### src/sv/ltc_pkg.sv
package ltc_pkg;

  localparam logic [1:0] STATUS_HIT     = 2'd0;
  localparam logic [1:0] STATUS_MISS    = 2'd1;
  localparam logic [1:0] STATUS_INVALID = 2'd2;

  localparam int SLOTS = 1024;
  localparam int KEY_BITS = 24;
  localparam int NUM_TABLES = 3;
  localparam int LIMIT_BITS = 11;
  localparam int CNT_BITS = 11;
  localparam int STAMP_BITS = 64;
  localparam logic [10:0] LIMIT_RESET = 11'd1000;

  typedef enum logic [3:0] {
    CMD_IDLE,
    CMD_LOAD,
    CMD_SCAN,
    CMD_SET_K,
    CMD_EVICT_SCAN,
    CMD_EVICT_KILL,
    CMD_FREE_START,
    CMD_FREE_SCAN,
    CMD_INSERT,
    CMD_HIT,
    CMD_INVALID
  } cmd_op_t;

  typedef struct packed {
    cmd_op_t op;
  } ltc_cmd_t;

  typedef struct packed {
    logic scan_done;
    logic hit;
    logic need_evict;
    logic evict_more;
    logic invalid_target;
    logic clearing;
  } ltc_status_t;

endpackage

### src/sv/ltc_ctrl.sv
module ltc_ctrl
  import ltc_pkg::*;
(
  input  logic        clk,
  input  logic        rst,
  input  logic        in_fire,
  input  logic        out_valid,
  input  logic        out_fire,
  input  ltc_status_t st,
  output logic        in_stall,
  output ltc_cmd_t    cmd
);

  localparam logic [3:0] S_IDLE   = 4'd0;
  localparam logic [3:0] S_SCAN   = 4'd1;
  localparam logic [3:0] S_DEC    = 4'd2;
  localparam logic [3:0] S_ESCAN  = 4'd3;
  localparam logic [3:0] S_EKILL  = 4'd4;
  localparam logic [3:0] S_FSCAN  = 4'd5;
  localparam logic [3:0] S_INSERT = 4'd6;
  localparam logic [3:0] S_HIT    = 4'd7;
  localparam logic [3:0] S_START  = 4'd8;

  logic [3:0] state;
  logic [3:0] state_next;

  assign in_stall = (state != S_IDLE) || st.clearing || (out_valid && !out_fire);

  always_comb begin
    state_next = state;
    cmd.op = CMD_IDLE;
    case (state)
      S_IDLE: begin
        if (in_fire) begin
          cmd.op = CMD_LOAD;
          state_next = S_START;
        end
      end
      S_START: begin
        if (st.invalid_target) begin
          cmd.op = CMD_INVALID;
          state_next = S_IDLE;
        end else begin
          state_next = S_SCAN;
        end
      end
      S_SCAN: begin
        cmd.op = CMD_SCAN;
        if (st.scan_done) begin
          state_next = S_DEC;
        end
      end
      S_DEC: begin
        if (st.hit) begin
          state_next = S_HIT;
        end else if (st.need_evict) begin
          cmd.op = CMD_SET_K;
          state_next = S_ESCAN;
        end else begin
          cmd.op = CMD_FREE_START;
          state_next = S_FSCAN;
        end
      end
      S_HIT: begin
        cmd.op = CMD_HIT;
        state_next = S_IDLE;
      end
      S_ESCAN: begin
        if (!st.evict_more) begin
          state_next = S_FSCAN;
        end else begin
          cmd.op = CMD_EVICT_SCAN;
          if (st.scan_done) begin
            state_next = S_EKILL;
          end
        end
      end
      S_EKILL: begin
        cmd.op = CMD_EVICT_KILL;
        state_next = S_ESCAN;
      end
      S_FSCAN: begin
        cmd.op = CMD_FREE_SCAN;
        if (st.scan_done) begin
          state_next = S_INSERT;
        end
      end
      S_INSERT: begin
        cmd.op = CMD_INSERT;
        state_next = S_IDLE;
      end
      default: state_next = S_IDLE;
    endcase
  end

  always_ff @(posedge clk) begin
    if (rst) begin
      state <= S_IDLE;
    end else begin
      state <= state_next;
    end
  end

endmodule

### config.mk
export PLATFORM = sky130hd
export DESIGN_NAME = ltc_ctrl
export DESIGN_NICKNAME = d
export VERILOG_FILES = /design/src/sv/ltc_pkg.sv /design/src/sv/ltc_ctrl.sv
export SDC_FILE = /design/constraint.sdc
export NUM_CORES = 1
export LEC_CHECK = 0
export BUFFER_PORTS_ARGS = -buffer_cell sky130_fd_sc_hd__buf_2
export CORE_AREA = 4 4 41 43
export CTS_CLUSTER_DIAMETER = 60
export DETAILED_ROUTE_END_ITERATION = 10
export DIE_AREA = 0 0 45 47
export PLACE_DENSITY = 0.55
export RECOVER_POWER = 25
export SYNTH_ARGS = -nofsm -noshare
export SYNTH_HDL_FRONTEND = slang
export SYNTH_SLANG_ARGS = --single-unit
### constraint.sdc
create_clock -name clk -period 1.75 [get_ports clk]
set_input_delay 0.35 -clock clk [delete_from_list [all_inputs] [get_ports clk]]
set_output_delay 0.35 -clock clk [all_outputs]
set_load 0.01 [all_outputs]
==> impl_metrics.ini <==
[outcome]
status = finished with violations
failed_checks = negative setup slack

[grt]
grt_pass1_vias = 375
grt_use_total = 0.0924
grt_max_degree = 10
antenna_found_initial = 0
grt_pass1_wl_um = 1420
overflow = 0

[pwr]
leakagePower_nw = 0.225
cellPowerDensity_nw_per_um2 = 614
power.total_uw = 320
ir_drop_mv = 0.300

[clock_tree]
cts_max_level = 1
clock_latency_ns = 0.23
clockBufferDepth = 2
clk_pin_slew_ns = 0.04
clockRootBuffer = clkbuf_4
hold_buffers = 0
cts_tree = built
cts_made_buffers = 3
clock-sinks = 4

[timing]
worst_pin_slew_ns = 0.384
timing.final.ws_setup_ns = -0.0283
setup_viol = 1
tns_ns = -0.0283
whs_ns = 0.339
finalHoldViolCount = 0
clock_skew_ns = 0.00193
timing.final.crit_share = 1.02
maxSlewViolCount = 0
rsz0062_at_grt = true
max_freq_mhz = 562
layout_min_cycle_time_ns = 1.78
max_slew_margin = 0.744

[yosys]
synth.avg_cell_area_um2 = 8.03
synth_area_leaders = dfxtp_1 (21%), a2111oi_4 (7.1%), nand2_1 (4.9%)
synth_cells = 48
synth-seq-area-share = 0.208
ys_types = 30
async_flop_share = 0
yosys_warnings = 0
ys_ff_latch = 4
synth_nets = 59
syn_area_um2 = 385
yosysTopAreaCell = dfxtp_1
yosys-top-cells-count = nand2_1 (5), nor2_1 (5), dfxtp_1 (4)
synth_edf_count = 0
synth_ff_type = dfxtp_1
synth_top_area_frac = 0.208

[routing]
drc_errors = 0
wl_per_cell_um = 11.1
wl_um = 919
route.detailed.vias_per_inst = 4.93
dr.pass1.iters = 3
drt_iter0_markers = 5
vias = 409
ant_nets = 0

[worst_setup_path]
path_class = flop to output pin
critPathLaunchType = flop
crit_fanout = 2
cp.required_ns = 1.40
crit_arrival_ns = 1.43
end_kind = output pin

[floorplan]
coreArea_um2 = 1300
rows = 13
io_pins = 16
fp.dieArea_um2 = 2120
die_w_um = 45
fp.dieH_um = 47
initial_utilization = 0.296

[placement]
detailed_place_hpwl_um = 740
port_buffers = 15
routabilityCongestion = 0.725

[cells_and_area]
top_regs = state x4
area_delta_synth_final_pct = 35.1
largest_reg_flops = 4
fin_nets = 81
layout-drive-gt1-share = 0.412
final_core_util = 0.400
max_flop_register = state
diodes = 0

[hold_path]
worstHoldPathType = input pin to flop

[job]
max_cap_viol_count = 0
[routing by layer]
metal | vias up | GRT usage | routed length (um)
li1 | 221 | - | -
met1 | 178 | 0.123 | 466
met2 | 10 | 0.130 | 390
met3 | 0 | 0.0192 | 63
met4 | 0 | 0.0702 | 0
met5 | - | 0 | 0
[area by class of cell]
type	count	area, um2
flip-flops and latches	4	80.1
well taps	15	18.8
fillers	143	781
multi-input cells	38	275
clock buffers	3	22.5
inverters	3	11.3
repair buffers	20	113
[metrics by stage]
step,area [um2],instances,setup WS (ns)
floorplan,385,48,0.146
global placement,488,79,0.169
detailed placement,488,79,0.172
CTS,520,83,-0.0367
global route,520,83,-0.0570
finish,520,83,-0.0283
[critical path: stages (launching register included)]
cell	delay, ns
dfxtp_1	0.31
or4_4	0.53
a211o_1	0.23
buf_2	0.13
[path summary, 6_finish.rpt]
check                start  endpoint  slack, ns  cells after the start
setup / recovery  state[0]  in_stall      -0.03                      3
hold / removal         rst  state[2]       0.34                      2
setup reg to reg  state[2]  state[1]       0.33                      5
hold reg to reg   state[1]  state[1]       0.59                      2
[kinds of logic after synthesis]
family,synth area share
AOI/OAI and AO/OA,0.351
DFF,0.208
and+or+nand+nor,0.357
buffers and inverters,0.0844
[layout by cell type (no fill, tap or decap), types with 2 or more instances in the layout]
| master | instances |
|---|---|
| a21oi_1 | 2 |
| a2bb2oi_1 | 2 |
| buf_2 | 15 |
| buf_4 | 5 |
| clkbuf_4 | 3 |
| dfxtp_1 | 4 |
| inv_1 | 3 |
| nand2_1 | 5 |
| nand2b_1 | 2 |
| nor2_1 | 5 |
| o31ai_1 | 2 |
[repair_timing]
item / 4_1_cts / 5_1_grt
buffers inserted: 1 / 0
resized for setup: 1 / 0
setup endpoints to repair: 2 / 2
pin swaps: 2 / 0
[power breakdown]
group / leakage [nW] / switching, mW / internal, mW
sequential: 0.0325 / 0.00422 / 0.0967
combinational: 0.179 / 0.0535 / 0.0565
clock: 0.0138 / 0.0324 / 0.0763
Power figures use the tool's default switching activity.
